--- config.mk ---
export PLATFORM = sky130hd
export DESIGN_NAME = ddft_ram
export DESIGN_NICKNAME = d
export VERILOG_FILES = /design/src/rtl/ddft_ram.sv
export SDC_FILE = /design/constraint.sdc
export NUM_CORES = 1
export LEC_CHECK = 0
export BUFFER_PORTS_ARGS = -buffer_cell sky130_fd_sc_hd__buf_2
export CAP_MARGIN = 20
export CORE_MARGIN = 5
export CORE_UTILIZATION = 35
export DETAILED_ROUTE_END_ITERATION = 7
export GPL_ROUTABILITY_DRIVEN = 1
export PLACE_DENSITY = 0.52
export RECOVER_POWER = 50
export SETUP_SLACK_MARGIN = 0.1
export SLEW_MARGIN = 40
export SYNTH_ARGS = -nofsm -noshare
export SYNTH_HDL_FRONTEND = slang
export SYNTH_SLANG_ARGS = --single-unit
--- constraint.sdc ---
create_clock -name clk_i -period 3.1 [get_ports clk_i]
set_input_delay 0.93 -clock clk_i [delete_from_list [all_inputs] [get_ports clk_i]]
set_output_delay 0.93 -clock clk_i [all_outputs]
set_load 0.1 [all_outputs]
--- src/rtl/ddft_ram.sv ---
// Generic simple dual-port RAM: one write port, one read port, registered read.
// No dependencies.
module ddft_ram #(
  parameter int WIDTH = 16,
  parameter int DEPTH = 64
) (
  input  logic                     clk_i,
  input  logic                     we_i,
  input  logic [$clog2(DEPTH)-1:0] waddr_i,
  input  logic [WIDTH-1:0]         wdata_i,
  input  logic [$clog2(DEPTH)-1:0] raddr_i,
  output logic [WIDTH-1:0]         rdata_o
);

  logic [WIDTH-1:0] mem [DEPTH];
  logic [WIDTH-1:0] rdata_q;

  always_ff @(posedge clk_i) begin
    if (we_i) begin
      mem[waddr_i] <= wdata_i;
    end
    rdata_q <= mem[raddr_i];
  end

  assign rdata_o = rdata_q;

endmodule

* Word level (Yosys, flattened, before mapping)
Memories as Yosys holds them, arrays and structs flattened. A register that Yosys moved wholly into a read port is not among the register bits.
Index checks and enable logic that the tools add are counted.
W data, S select, Z words.
** Operators by class
- Multiplexer cells :: 2
** Operators by type and width (count)
- $mux W1 :: 2
** Word-level totals
- Register bits :: 0
- Memory bits (writable) :: 1024
- Input port bits :: 30
- Memories :: 1
** Memories
- mem :: depth 64, width 16, read ports 1, clocked after memory_dff 1, wr ports 1, RTL line 15 : logic [WIDTH-1:0] mem [DEPTH];

* Depth between registers and ports, before layout
Gate-level depths: netlist of run 1.
- Depth in word-level cells :: 2
- Gate-level depth with buffers :: 10
- Gate-level depth less buffers :: 5

* Worst setup path after synthesis of run 1
OpenSTA, ideal clock, no wires.
- Path type :: input port to flip-flop
- From :: input waddr_i[3]
- To :: memory mem[48][0], enable pin
- Arrival :: 2556 ps
- Required time :: 2691 ps
- Path slack :: 135 ps
- Stages on the path :: 4
- Path buffers :: 1
- Cells stage by stage :: clkbuf_1 > nor2b_1 > nand4b_1 > nor3_1
** RTL lines
- start, declared :: RTL line 9 : input logic [$clog2(DEPTH)-1:0] waddr_i,
- end, declared :: RTL line 15
Straight into the memory's write port.

* Worst setup path in the final report of run 1
- From :: input wdata_i[9]
- To :: memory mem[29][9] (data pin)
** RTL lines
- start, declared :: RTL line 10 : input logic [WIDTH-1:0] wdata_i,
Straight into the memory's write port.

==> results of run 1 <==
==> state kept, by name, indices dropped and copies added (netlist names) <==
signal	flops
mem	1024
rdata_o	16
==> final timing paths <==
path	start	endpoint	slack [ns]
max	wdata_i[9]	mem[29][9]	0.32
min	mem[56][14]	rdata_o[14]	0.85
max reg2reg	mem[23][9]	rdata_o[9]	1.09
min reg2reg	mem[56][14]	rdata_o[14]	0.85
==> kinds of logic after synthesis <==
family | share of synthesized area, %
simple gates | 2.647
flops | 77.59
buf+inv | 1.831
compound gates | 2.409
mux | 15.52
==> routing by layer <==
layer	routed length, µm	share of wire [%]
met5	69	0.066
met4	2704	2.6
met3	6487	6.2
met2	51570	49
met1	43420	42
==> cell usage in the layout (no fill, tap or decap), types with 9 or more instances in the layout <==
cell type,count
edfxtp_1,1024
mux4_2,220
buf_4,168
clkbuf_16,109
mux2i_1,85
nor2_1,71
clkbuf_1,68
nand2_1,59
buf_12,44
a22oi_1,39
nor2b_1,29
mux2_2,27
buf_2,25
nand3_1,24
clkinv_1,23
a21oi_1,17
a221oi_1,16
dfxtp_1,16
clkinv_2,13
nand4_1,12
clkbuf_2,9
==> final cells by class <==
type	count	area share, %
timing repair buffer	284	5.280
tap	1512	4.019
multi-input combinational	685	17.54
antenna	6	0.03190
clock buffer	144	6.117
clock inverter	50	1.002
sequential	1040	66.01
==> power groups by stage <==
stage | sequential (W) | clock (W) | combinational, W
finish | 0.0156 | 0.0124 | 0.00185
global route | 0.0156 | 0.0133 | 0.00195
CTS | 0.0156 | 0.0127 | 0.00191
detailed placement | 0.0159 | 0 | 0.00191
global placement | 0.0159 | 0 | 0.00189
floorplan | 0.0161 | 0 | 0.000806
==> metrics by stage <==
stage | instances | setup slack, ns | utilization [%] | instance area (µm²)
after floorplan | 1829 | 0.1352 | - | 40040
after global placement | 3521 | -0.1250 | 38.49 | 43890
after detailed placement | 3521 | -0.1345 | 38.50 | 43900
after CTS | 3715 | 0.3874 | 41.44 | 47250
after global routing | 3715 | 0.2291 | 41.26 | 47050
final | 3721 | 0.3152 | 41.27 | 47070
==> synthesized netlist by cell type (all sizes together) (2+ instances only) <==
cell type	number
and2	2
nand2b	3
clkbuf	27
edfxtp	1024
dfxtp	16
nand2	60
nand4	12
mux2	27
a41oi	5
mux4	224
a31oi	8
nor4	3
a211o	8
nand3	24
nor3	2
a311oi	8
and4	5
a22o	6
nor2b	30
buf	77
nand3b	2
nor2	74
a22oi	39
a221o	6
a21oi	17
mux2i	85
a221oi	16
a211oi	8
o21ai	8
==> flow_summary.ini, run 1 <==
[setup_path]
critPathArrivalTime_ns = 3.05
critPathKind = in -> reg
crit_chain = clkbuf_1 -> clkbuf_1
crit_required_ns = 3.37
critPathMaxFanout = 23
worst_path_most_repeated_cell = clkbuf_1
crit_path_top_delay_cell = clkbuf_1
start_kind = input pin
rr_worst_depth = 6
cp_num_cells = 2
end_kind = flop
critPathMaxStageDelay_ns = 1.07
cpLargestDelayFamily = buffers and inverters
path_buf_inv = 2

[sta]
slew_violations = 251
finalSetupViolCount = 0
fmax_mhz = 359.1
skew_ns = 0.03417
whs_ns = 0.8451
tightest_slew_ns = 1.927
rsz0062_at_grt = no
finalCritPeriodShare_pct = 89.83
setup_tns_ns = 0
fin_crit_ns = 2.785
finalHoldViolCount = 0
slew_headroom_pct = -28.48

[yosys]
synth_area_leaders = edfxtp_1 77%, mux4_2 12%, mux2i_1 2.1%
synth_nets = 1859
synth_edf_count = 1024
synth.avg_cell_area_um2 = 21.89
yosysWarnings = 0
seq_area_frac_synth_pct = 77.59
yosys.area.top_type = edfxtp_1
syn_inst = 1829
synth_top_area_share_pct = 76.79
yosys_most_used_dff = edfxtp_1
async_flop_share_pct = 0
ys_seq_elements = 1040
syn_area_um2 = 40040
synth_cell_types = 43

[drt]
drtAntennaViolNets = 0
drc = 0
first_pass_iters = 5
drt_wl_total_um = 104200
wl_per_cell_um = 28.02
dr_total_vias = 19550
routed_via_density = 5.253
drtIter0Drc = 1852

[die]
num_rows = 124
start_util_pct = 35.11
fp.dieH_um = 348.2
coreArea_um2 = 114000
io_pins = 46
die_w_um = 348.2
die_area_um2 = 121300

[power]
power_w = 0.02988
internal-power_w = 0.02338
vdd_drop_max_mv = 0.5098
power.share.clock_pct = 41.5
cellLeakagePower_nw = 15.00
pwr-share-comb_pct = 6.2
p_per_area_nw_per_um2 = 634.9
netSwitchingFraction_pct = 21.75
power_frac_seq_pct = 52.3
p_sw_w = 0.006500

[cts]
cts.sinks = 1040
hold_buffers = 0
htree_num_levels = 3
cts_resized = 0
tritoncts = built
clk_latency_ns = 0.67
clk_path_buf_depth = 3
clk_pin_slew_worst_paths_ns = 0.06
cts-buffers-inserted = 107
cts_root_buffer = clkbuf_16
cts_setup_buffers = 0

[global_routing]
grt_util_met2_pct = 28.15
antenna_found_initial = 19
use_met3_pct = 3.526
grt_start_max_net_pins = 65
use_met1_pct = 23.24
grt_pass1_wl_um = 149700
grt_remaining_overflow = 0
grt_pass1_vias = 20300
grt_usage_pct = 17.04
grt_busiest_layer = met2

[finish]
final_nets = 2148
syn2layout_area_growth_pct = 17.54
fillers = 9980
drive_gt1_share_pct = 29.28
seqCellArea_um2 = 31070
multi_input_area_um2 = 8254

[hold_path]
hp-class = reg -> reg
hold_path_depth = 5

[outcome]
violations = capacitance limit, slew limit
status = finished with violations

[place]
routabilityCongestion = 0.8320
place.detailed.hpwl_um = 67580
io_buffer_count = 45

[run]
maxCapViolations = 8
Note: power is estimated with default switching activity, not from simulation.
==> inputs of run 2 (changes only) <==
BUFFER_PORTS_ARGS = -buffer_cell sky130_fd_sc_hd__buf_4   (was -buffer_cell sky130_fd_sc_hd__buf_2)
REMOVE_ABC_BUFFERS = 1   (was not set)
==> run 2 against run 1 <==
  * The flow still finishes with violations (capacitance limit, slew limit)
  * Worst hold slack improved by 0.043 ns
  * Sequential cell count unchanged
  * Clock power is 4% lower
  * Non-clock buffer count decreased by 24
  * Setup slack better by 0.10 ns
  * Largest cell class unchanged
==> flow_summary.ini, run 2 (same netlist as run 1, synthesis figures left out) <==
[sta]
slew_violations = 627
fin_crit_ns = 2.685
finalSetupViolCount = 0
finalWorstSetupSlack_ns = 0.4152
tightest_slew_ns = 1.723
fmax_mhz = 372.5
slew_headroom_pct = -14.86
skew_ns = 0.01561
finalCritPeriodShare_pct = 86.61
finalHoldViolCount = 0
rsz0062_at_grt = no

[finish]
multi_input_area_um2 = 8249
drive_gt1_share_pct = 30.07
final_nets = 2122
layoutNonFillerInstCount = 3694
fillers = 10040
final_area_um2 = 46610
final_cell_mix = 1024 x edfxtp_1, 220 x mux4_2, 215 x buf_4
seqCellArea_um2 = 31070
top_register = mem
largest_reg_flops = 1024
final_common_cell = edfxtp_1
syn2layout_area_growth_pct = 16.40
fin_util_pct = 40.87

[die]
num_rows = 124
fp.dieH_um = 348.2
die_area_um2 = 121300
die_w_um = 348.2
io_pins = 46
coreArea_um2 = 114000
start_util_pct = 35.11

[setup_path]
critPathArrivalTime_ns = 3.19
crit_chain = buf_8 -> buf_4 -> mux4_1 -> mux2_2 -> a21oi_1 -> nor4_2
crit_required_ns = 3.61
cpLargestDelayFamily = multiplexers
end_kind = flop
critPathMaxFanout = 21
critPathKind = in -> reg
path_buf_inv = 2
start_kind = input pin
critPathMaxStageDelay_ns = 0.63
crit_path_top_delay_cell = mux4_1

[cts]
clk_pin_slew_worst_paths_ns = 0.06
clk_path_buf_depth = 3
cts_setup_buffers = 0
hold_buffers = 0
cts.sinks = 1040
clk_latency_ns = 0.66
htree_num_levels = 3
cts_root_buffer = clkbuf_16
cts_resized = 0
tritoncts = built
cts-buffers-inserted = 105

[global_routing]
grt_pass1_wl_um = 145400
antenna_found_initial = 7
grt_remaining_overflow = 0
grt_start_max_net_pins = 65
grt_usage_pct = 16.46
grt_pass1_vias = 19830

[drt]
wl_per_cell_um = 27.45
drtIter0Drc = 1905
first_pass_iters = 7
drc = 0
drt_wl_total_um = 101400
routed_via_density = 5.274
dr_total_vias = 19480
drtAntennaViolNets = 0

[run]
maxCapViolations = 9

[power]
cellLeakagePower_nw = 14.88
power_w = 0.02939
vdd_drop_max_mv = 0.3691
p_per_area_nw_per_um2 = 630.6

[place]
dpl_cell_area_um2 = 43440
io_buffer_count = 45
place.detailed.hpwl_um = 61690
routabilityCongestion = 0.8098
dp_cells = 3496
pre_cts_slack_ns = -0.2987

[outcome]
violations = capacitance limit, slew limit
status = finished with violations

[hold_path]
hp-class = reg -> reg
## run 2: cell count changes in the layout (fill, tap and decap cells not counted), sizes merged, moves of 2 or more
cell    delta
bufinv     -3
clkbuf    -29
diode      -2
clkinv     +6
## run 2: path summary, 6_finish.rpt
| check | from | to | slack (ns) | cells past startpoint |
|---|---|---|---|---|
| worst max-delay path | raddr_i[0] | rdata_o[7] | 0.42 | 6 |
| worst min register to register | mem[18][2] | rdata_o[2] | 0.89 | 4 |
| worst min-delay path | mem[18][2] | rdata_o[2] | 0.89 | 4 |
| worst max register to register | mem[62][7] | rdata_o[7] | 1.09 | 4 |
## run 2: power by group
group | total (W) | leakage (nW) | internal (W) | switching, W
registers | 0.0156 | 9.35 | 0.0156 | 0.0000549
clock network | 0.0119 | 1.58 | 0.00678 | 0.00515
logic | 0.00182 | 3.95 | 0.000649 | 0.00117
total | 0.0294 | 14.9 | 0.0230 | 0.00638
## run 2: routing by layer
layer | vias to the layer above | GRT usage [%] | wire length [µm]
li1 | 8213 | - | -
met1 | 10540 | 23.84 | 45010
met2 | 587 | 26.24 | 48270
met3 | 136 | 2.706 | 5808
met4 | 8 | 4.085 | 2242
met5 | - | 0 | 59
## run 2: layout make-up
cell class | count | share of cell area, %
antenna | 4 | 0.02148
timing repair buffer | 260 | 4.666
multi-input combinational | 685 | 17.70
clock inverter | 55 | 0.8564
clock buffer | 138 | 6.037
sequential | 1040 | 66.66
tap | 1512 | 4.059
## run 2: metrics by stage
| step | setup TNS (ns) | hold slack, ns |
|---|---|---|
| after floorplan | 0 | 0.7596 |
| after global placement | -1.040 | 0.8969 |
| after detailed placement | -0.9456 | 0.8935 |
| after CTS | 0 | 0.8427 |
| after global routing | 0 | 0.8858 |
| final | 0 | 0.8883 |
## run 2: tightest hold or removal path, delay by kind of cell (launching register included)
kind,cells,cell delay (ns)
flops,1,0.32
simple gates,3,0.31
mux,1,0.24
