$ cat config.mk
export PLATFORM = sky130hd
export DESIGN_NAME = ddft_cordic
export DESIGN_NICKNAME = d
export VERILOG_FILES = /design/src/rtl/ddft_pkg.sv /design/src/rtl/ddft_cordic.sv
export SDC_FILE = /design/constraint.sdc
export NUM_CORES = 1
export LEC_CHECK = 0
export BUFFER_PORTS_ARGS = -buffer_cell sky130_fd_sc_hd__buf_2
export CELL_PAD_IN_SITES_DETAIL_PLACEMENT = 1
export CELL_PAD_IN_SITES_GLOBAL_PLACEMENT = 1
export CORE_MARGIN = 3
export CORE_UTILIZATION = 50
export CTS_BUF_LIST = sky130_fd_sc_hd__clkbuf_4
export DETAILED_ROUTE_END_ITERATION = 7
export PLACE_DENSITY = 0.95
export SKIP_LAST_GASP = 1
export SYNTH_ARGS = -nofsm -noshare
export SYNTH_HDL_FRONTEND = slang
export SYNTH_SLANG_ARGS = --single-unit
$ cat constraint.sdc
create_clock -name clk_i -period 18.99 [get_ports clk_i]
set_clock_uncertainty 0.05 [all_clocks]
set_input_delay 5.697 -clock clk_i [delete_from_list [all_inputs] [get_ports clk_i]]
set_output_delay 5.697 -clock clk_i [all_outputs]
set_load 0.01 [all_outputs]
$ cat src/rtl/ddft_pkg.sv
// Shared constants, types and the arctangent table for the direct DFT block.
// Used by ddft_cordic and direct_dft_mag_phase_unit; has no dependencies.
package ddft_pkg;

  localparam int MAX_POINTS_DEF = 64;
  localparam int STORE_DEPTH    = 64;
  localparam int ADDR_W         = 6;
  localparam int CNT_W          = 7;
  localparam int SAMPLE_W       = 16;
  localparam int TW_W           = 16;
  localparam int PROD_W         = 32;
  localparam int ACC_W          = 38;
  localparam int RE_W           = 23;
  localparam int MAG_W          = 22;
  localparam int PH_W           = 16;
  localparam int SQ_W           = 46;
  localparam int CW             = 46;
  localparam int ZW             = 34;
  localparam int CORDIC_STEPS   = 30;
  localparam int STEP_W         = 5;
  localparam int SQRT_STEPS     = 23;
  localparam int GAIN_Q30       = 652032874;

  typedef struct packed {
    logic start;
    logic vec;
  } cordic_ctl_t;

  // arctangent of 2^-i in 2^32 turn units
  function automatic logic [31:0] atan_turn(input logic [STEP_W-1:0] i);
    logic [31:0] a;
    case (i)
      5'd0:  a = 32'd536870912;
      5'd1:  a = 32'd316933406;
      5'd2:  a = 32'd167458907;
      5'd3:  a = 32'd85004756;
      5'd4:  a = 32'd42667331;
      5'd5:  a = 32'd21354465;
      5'd6:  a = 32'd10679838;
      5'd7:  a = 32'd5340245;
      5'd8:  a = 32'd2670163;
      5'd9:  a = 32'd1335087;
      5'd10: a = 32'd667544;
      5'd11: a = 32'd333772;
      5'd12: a = 32'd166886;
      5'd13: a = 32'd83443;
      5'd14: a = 32'd41722;
      5'd15: a = 32'd20861;
      5'd16: a = 32'd10430;
      5'd17: a = 32'd5215;
      5'd18: a = 32'd2608;
      5'd19: a = 32'd1304;
      5'd20: a = 32'd652;
      5'd21: a = 32'd326;
      5'd22: a = 32'd163;
      5'd23: a = 32'd81;
      5'd24: a = 32'd41;
      5'd25: a = 32'd20;
      5'd26: a = 32'd10;
      5'd27: a = 32'd5;
      5'd28: a = 32'd3;
      5'd29: a = 32'd1;
      default: a = 32'd0;
    endcase
    return a;
  endfunction

endpackage

$ cat src/rtl/ddft_cordic.sv
// Iterative CORDIC, one micro-rotation per cycle, rotation or vectoring mode.
// Depends on ddft_pkg (widths, step count, arctangent table, control struct).
module ddft_cordic (
  input  logic                         clk_i,
  input  logic                         rst_ni,
  input  ddft_pkg::cordic_ctl_t        ctl_i,
  input  logic signed [ddft_pkg::CW-1:0] x_i,
  input  logic signed [ddft_pkg::CW-1:0] y_i,
  input  logic signed [ddft_pkg::ZW-1:0] z_i,
  output logic                         done_o,
  output logic signed [ddft_pkg::CW-1:0] x_o,
  output logic signed [ddft_pkg::CW-1:0] y_o,
  output logic signed [ddft_pkg::ZW-1:0] z_o
);

  logic signed [ddft_pkg::CW-1:0] x_q, y_q, dx, dy;
  logic signed [ddft_pkg::ZW-1:0] z_q, ang;
  logic [ddft_pkg::STEP_W-1:0]    i_q;
  logic                           run_q, done_q, vec_q, sel;

  always_comb begin
    dx  = y_q >>> i_q;
    dy  = x_q >>> i_q;
    ang = signed'({2'b00, ddft_pkg::atan_turn(i_q)});
    // same micro-rotation for "z not negative" in rotation and "y not positive" in vectoring
    sel = vec_q ? (y_q <= 0) : (z_q >= 0);
  end

  always_ff @(posedge clk_i or negedge rst_ni) begin
    if (!rst_ni) begin
      run_q  <= 1'b0;
      done_q <= 1'b0;
      i_q    <= '0;
      vec_q  <= 1'b0;
    end else begin
      done_q <= run_q && !ctl_i.start &&
                (i_q == ddft_pkg::STEP_W'(ddft_pkg::CORDIC_STEPS - 1));
      if (ctl_i.start) begin
        run_q <= 1'b1;
        i_q   <= '0;
        vec_q <= ctl_i.vec;
      end else if (run_q) begin
        i_q <= i_q + 1'b1;
        if (i_q == ddft_pkg::STEP_W'(ddft_pkg::CORDIC_STEPS - 1)) begin
          run_q <= 1'b0;
        end
      end
    end
  end

  always_ff @(posedge clk_i) begin
    if (ctl_i.start) begin
      x_q <= x_i;
      y_q <= y_i;
      z_q <= z_i;
    end else if (run_q) begin
      if (sel) begin
        x_q <= x_q - dx;
        y_q <= y_q + dy;
        z_q <= z_q - ang;
      end else begin
        x_q <= x_q + dx;
        y_q <= y_q - dy;
        z_q <= z_q + ang;
      end
    end
  end

  assign done_o = done_q;
  assign x_o    = x_q;
  assign y_o    = y_q;
  assign z_o    = z_q;

endmodule

Word-level counts from Yosys, hierarchy flattened --
Memory sizes are Yosys's and may differ from the RTL's. Index checks and enable logic that the tools add are counted.
Storage, ports and cells: register bits after elaboration 134, ROM bits 960, input port bits 130, output and inout bits 127, word-level logic and storage cells 39, memories kept 1
Cells by class: $add $sub $neg 7, order comparisons 2, equality and inequality tests 1, shifts and indexed selects 2, mux-type cells 15, reductions and logical operators 4
Memory list:
- (name not given) | words 32, bits a word 30, read ports 1, clocked after Yosys merged registers in 0, wr ports 0, RTL line ddft_pkg.sv:32 | case (i)
Operators by type and width (number):
- 2-to-1 mux 46 bit | 6
- 2-to-1 mux 34 bit | 3
- adder 46 bit | 2
- >>> shifter 46 x 5 -> 46 bit | 2
- subtractor 46 bit | 2
- <= comparator 46 x 1 -> 1 bit, second input constant | 1
- adder 34 x 33 -> 34 bit | 1
- greater-or-equal comparator 34 x 1 -> 1 bit, second input constant | 1
- subtractor 34 x 33 -> 34 bit | 1
- 2-to-1 mux 5 bit | 2
- adder 5 x 1 -> 5 bit, second input constant | 1
- equality test 5 bit, second input constant | 1
- 2-to-1 mux 1 bit | 4
- logical AND 1 bit | 2
- nonzero test 2 bit | 1
- logical NOT 1 bit | 1

Longest topological paths before layout --
depth in word-level cells 5, mapped depth 30, mapped depth without buffers 22

Worst setup path after synthesis --
OpenSTA, ideal clock, no wires.
kind input-to-reg, start input ctl_i[1] in the netlist's numbering, end register x_q (netlist bit x_o[0]) (enable), library setup time 0.432 ns, arrival time 8.079 ns, data required time 18.508 ns, slack 10.429 ns, cell stages on the path 4, buffers on the path 3, path through clkbuf_1 clkbuf_1 clkbuf_1 or2_2
Between the ends: word-level cells in the longest chain between the ends 1
Ends and longest elaborated chain:
- from (decl) | RTL line ddft_cordic.sv:6 | input ddft_pkg::cordic_ctl_t ctl_i,
- nonzero test 2 bit (no source line)
- to (signal assigned) | RTL line ddft_cordic.sv:53 | x_q <= x_i;
- to (signal assigned) | RTL line ddft_cordic.sv:58 | x_q <= x_q - dx;
- to (signal assigned) | RTL line ddft_cordic.sv:62 | x_q <= x_q + dx;
- to (decl) | RTL line ddft_cordic.sv:16 | logic signed [ddft_pkg::CW-1:0] x_q, y_q, dx, dy;
No other way between the ends. A chain may end at the register's enable or synchronous reset.

Worst setup path in the final report --
start register i_q[1] in the netlist's numbering, end register y_q (netlist bit y_o[43]) (data pin)
Between the ends: word-level cells in the longest chain between the ends 5, elaborated cells on any way between the ends 6, those cells by class 2 x add/sub; 1 x shift; 3 x mux
Ends and longest elaborated chain:
- from (decl) | RTL line ddft_cordic.sv:18 | logic [ddft_pkg::STEP_W-1:0] i_q;
- from (signal assigned) | RTL line ddft_cordic.sv:43 | i_q <= i_q + 1'b1;
- >>> shifter 46 x 5 -> 46 bit * | RTL line ddft_cordic.sv:23 | dy = x_q >>> i_q;
- subtractor 46 bit or adder 46 bit (tied branches) | RTL line ddft_cordic.sv:63, ddft_cordic.sv:59
- 2-to-1 mux 46 bit * | RTL line ddft_cordic.sv:57 | if (sel) begin
- 2-to-1 mux 46 bit * | RTL line ddft_cordic.sv:56 | end else if (run_q) begin
- 2-to-1 mux 46 bit * | RTL line ddft_cordic.sv:52 | if (ctl_i.start) begin
- to (signal assigned) | RTL line ddft_cordic.sv:54 | y_q <= y_i;
- to (signal assigned) | RTL line ddft_cordic.sv:59 | y_q <= y_q + dy;
- to (signal assigned) | RTL line ddft_cordic.sv:63 | y_q <= y_q - dy;
- to (decl) | RTL line ddft_cordic.sv:16
Mark *: on every way between the ends. The rest lies on a longest branch, timed or not. The select of a mux whose other input is x is not followed.

==> flow_metrics.env <==
export IMPL_cp_common_cell="a31oi_1"
export IMPL_grt_pass1_wl_mm=155.1
export IMPL_yosys_warnings=0
export IMPL_cp_top_family="compound AO/OA/AOI/OAI gates"
export IMPL_die_h_um=217.7
export IMPL_outcome="finished, violations left"
export IMPL_arrival_ps=9050
export IMPL_rsz0062_at_grt="no"
export IMPL_tns_ps=0
export IMPL_ioPinCount=257
export IMPL_synth_edff_count=126
export IMPL_postSynthNetCount=2959
export IMPL_syn_to_final_growth_pct=7.998
export IMPL_clk_pin_slew_ps=120
export IMPL_max_freq_mhz=116.3
export IMPL_htree_levels=4
export IMPL_avgSynthCellArea_um2=8.359
export IMPL_rr_worst_depth=22
export IMPL_yosysSeqAreaShare_pct=17.78
export IMPL_postCtsSetupRepairBufs=0
export IMPL_timing_final_crit_share_pct=45.28
export IMPL_hp_class="reg -> reg"
export IMPL_grt_pass1_vias=24770
export IMPL_grt_start_max_net_pins=97
export IMPL_root_buffer="clkbuf_4"
export IMPL_num_nets_final=3097
export IMPL_whs_path_depth=1
export IMPL_synth_cell_types=104
export IMPL_vias=24730
export IMPL_maxSlewViolCount=0
export IMPL_violations="capacitance limit"
export IMPL_slowest_delay_ps=1050
export IMPL_path_cells="buf_4, mux4_2, mux2_2, a2111oi_1, ha_1, and2_1, nand4_2, nor4b_4, a211oi_1, a31oi_1, o21ai_0, ha_1, a21o_1, a21oi_1, nor2b_1, a311oi_1, a21oi_1, a31oi_1, a31oi_1, a211oi_1, xor2_1, o21ai_0"
export IMPL_antenna_left=0
export IMPL_place_gp_congestion=1.110
export IMPL_synthArstFlopShare_pct=5.970
export IMPL_clock_sinks=134
export IMPL_routedWlPerCell_um=30.57
export IMPL_cts_buffers=17
export IMPL_antenna_found_initial=11
export IMPL_cp_max_fo=64
export IMPL_final_cell_mix="nand2_1, buf_2, o21ai_0"
export IMPL_clk_latency_ps=790
export IMPL_path_buf_inv=1
export IMPL_setup_worst_path_start_class="register"
export IMPL_ys_ff_latch=134
export IMPL_cp_end_kind="register"
export IMPL_die_area_um2=47380
export IMPL_hold_viol_final=0
export IMPL_port_buffer_count=256
export IMPL_cp_depth=22
export IMPL_setup_viol=0
export IMPL_maxCapViolations=1
export IMPL_cts_tree="yes"
export IMPL_crit_type="reg -> reg"
export IMPL_period_minus_slack_ps=8599
export IMPL_syn_inst=2680
export IMPL_place_detailed_hpwl_mm=80.74
export IMPL_drt_initial_drc_count=3130
export IMPL_drive_gt1_share_pct=19.32
export IMPL_placementRows=76
export IMPL_wl_mm=104.6
export IMPL_drc=0
export IMPL_via_per_inst=7.230
export IMPL_clk_path_buf_depth=2
export IMPL_cp_slowest_cell="a2111oi_1"
export IMPL_coreArea_um2=43650
export IMPL_synthFlopType="edfxtp_1"
export IMPL_grt_overflow=0
export IMPL_initial_utilization_pct=51.32
export IMPL_cts_resized=0
export IMPL_cp_required_ps=19440
export IMPL_slew_limit_headroom_pct=0.2226
export IMPL_worst_pin_slew_ps=1478
export IMPL_firstDrtPassIters=8
export IMPL_grtUsageTotal_pct=43.10
export IMPL_die_w_um=217.7
export IMPL_hold_buffers=0
export IMPL_fillers=5375
export IMPL_layout_commonest_cell="nand2_1"
export IMPL_synth_area_um2=22400
registers in the layout (all words and copies together), names as in the netlist:
signal	count
done_o	1
i_q	5
run_q	1
vec_q	1
x_o	46
y_o	46
z_o	34
worst register-to-register path: cells and delay by family (launching register included):
kind | cells | cell delay, ps
and+or+nand+nor | 4 | 1030
muxes | 2 | 980
xor gates and xnor gates | 1 | 290
DFF | 1 | 1030
adders and majority gates | 2 | 730
AOI/OAI and AO/OA | 12 | 3350
buffers and inverters | 1 | 860
logic make-up (layout without fill, tap and decap cells):
group                    count (synthesis)  after routing  share of synthesized area [%]
AO/OA/AOI/OAI                          872            872                          25.84
XOR/XNOR                               219            219                          8.562
adder cells (fa/ha/maj)                149            149                          8.423
buffers and inverters                  238            389                          4.747
flip-flops                             134            134                          17.78
multiplexers                           259            259                          17.13
other                                    0              5                              0
AND/OR/NAND/NOR                        809            809                          17.52
Yosys cell counts, drive strengths merged, types with 21 or more instances:
cell type | instances | area (um2)
nor2 | 163 | 611.8
clkbuf | 97 | 365.4
a21oi | 172 | 860.8
nand2b | 26 | 162.7
edfxtp | 126 | 3784
mux4 | 91 | 2057
nor2b | 25 | 156.4
nand4 | 28 | 193.9
o21a | 32 | 240.2
o22ai | 34 | 212.7
a211oi | 33 | 252.7
buf | 72 | 439.2
and3 | 28 | 175.2
and2 | 25 | 156.4
nand3 | 62 | 310.3
xor2 | 90 | 788.3
o31ai | 23 | 182.7
o21bai | 23 | 172.7
mux2i | 92 | 920.9
nor3 | 45 | 246.5
a31oi | 34 | 212.7
ha | 146 | 1827
nor4 | 21 | 152.6
inv | 68 | 255.2
nand2 | 316 | 1186
xnor2 | 129 | 1130
o21ai | 235 | 1176
mux2 | 76 | 859.6
a21o | 67 | 503.0
per-layer routing:
| metal | global-route usage (%) | share of wire [%] | vias up | wire (um) |
|---|---|---|---|---|
| met5 | 0 | 0.084 | - | 88 |
| met4 | 21.22 | 5.5 | 10 | 5784 |
| met3 | 13.01 | 11 | 408 | 11900 |
| met2 | 68.69 | 45 | 1645 | 47350 |
| met1 | 53.21 | 38 | 12170 | 39460 |
| li1 | - | - | 10510 | - |
final timing paths:
check / start / endpoint / slack [ps]
max: i_q[1] / y_o[43] / 10390
min: run_q / i_q[2] / 670
max reg2reg: i_q[1] / y_o[43] / 10390
min reg2reg: run_q / i_q[2] / 670
max in group asynchronous: rst_ni / i_q[3] / 13880
min in group asynchronous: rst_ni / i_q[0] / 4720
cell type report:
cell class / count / area [um2] / area share [%]
multi-input cells: 2308 / 17390 / 71.87
flip-flops and latches: 134 / 3998 / 16.52
repair buffers: 288 / 1530 / 6.325
well taps: 585 / 732.0 / 3.025
inverters: 69 / 259.0 / 1.071
clock buffers: 19 / 142.6 / 0.5896
clock inverters: 13 / 132.6 / 0.5482
diodes: 5 / 12.51 / 0.05172
per-stage QoR:
step                area (um2)  hold slack [ps]  util, %  std cells  worst slack (ps)
global placement         23910            630.0    54.77       3384             10780
detailed placement       23910            654.5    54.77       3384             10640
finish                   24190            670.9    55.43       3421             10390
CTS                      24180            674.2    55.40       3416             10650
global route             24190            715.5    55.42       3419              9946
floorplan                22400            484.5        -       2680             10430
Power is not shown: default switching activity piles up to over one toggle a cycle in this logic, so the estimate is an artifact.
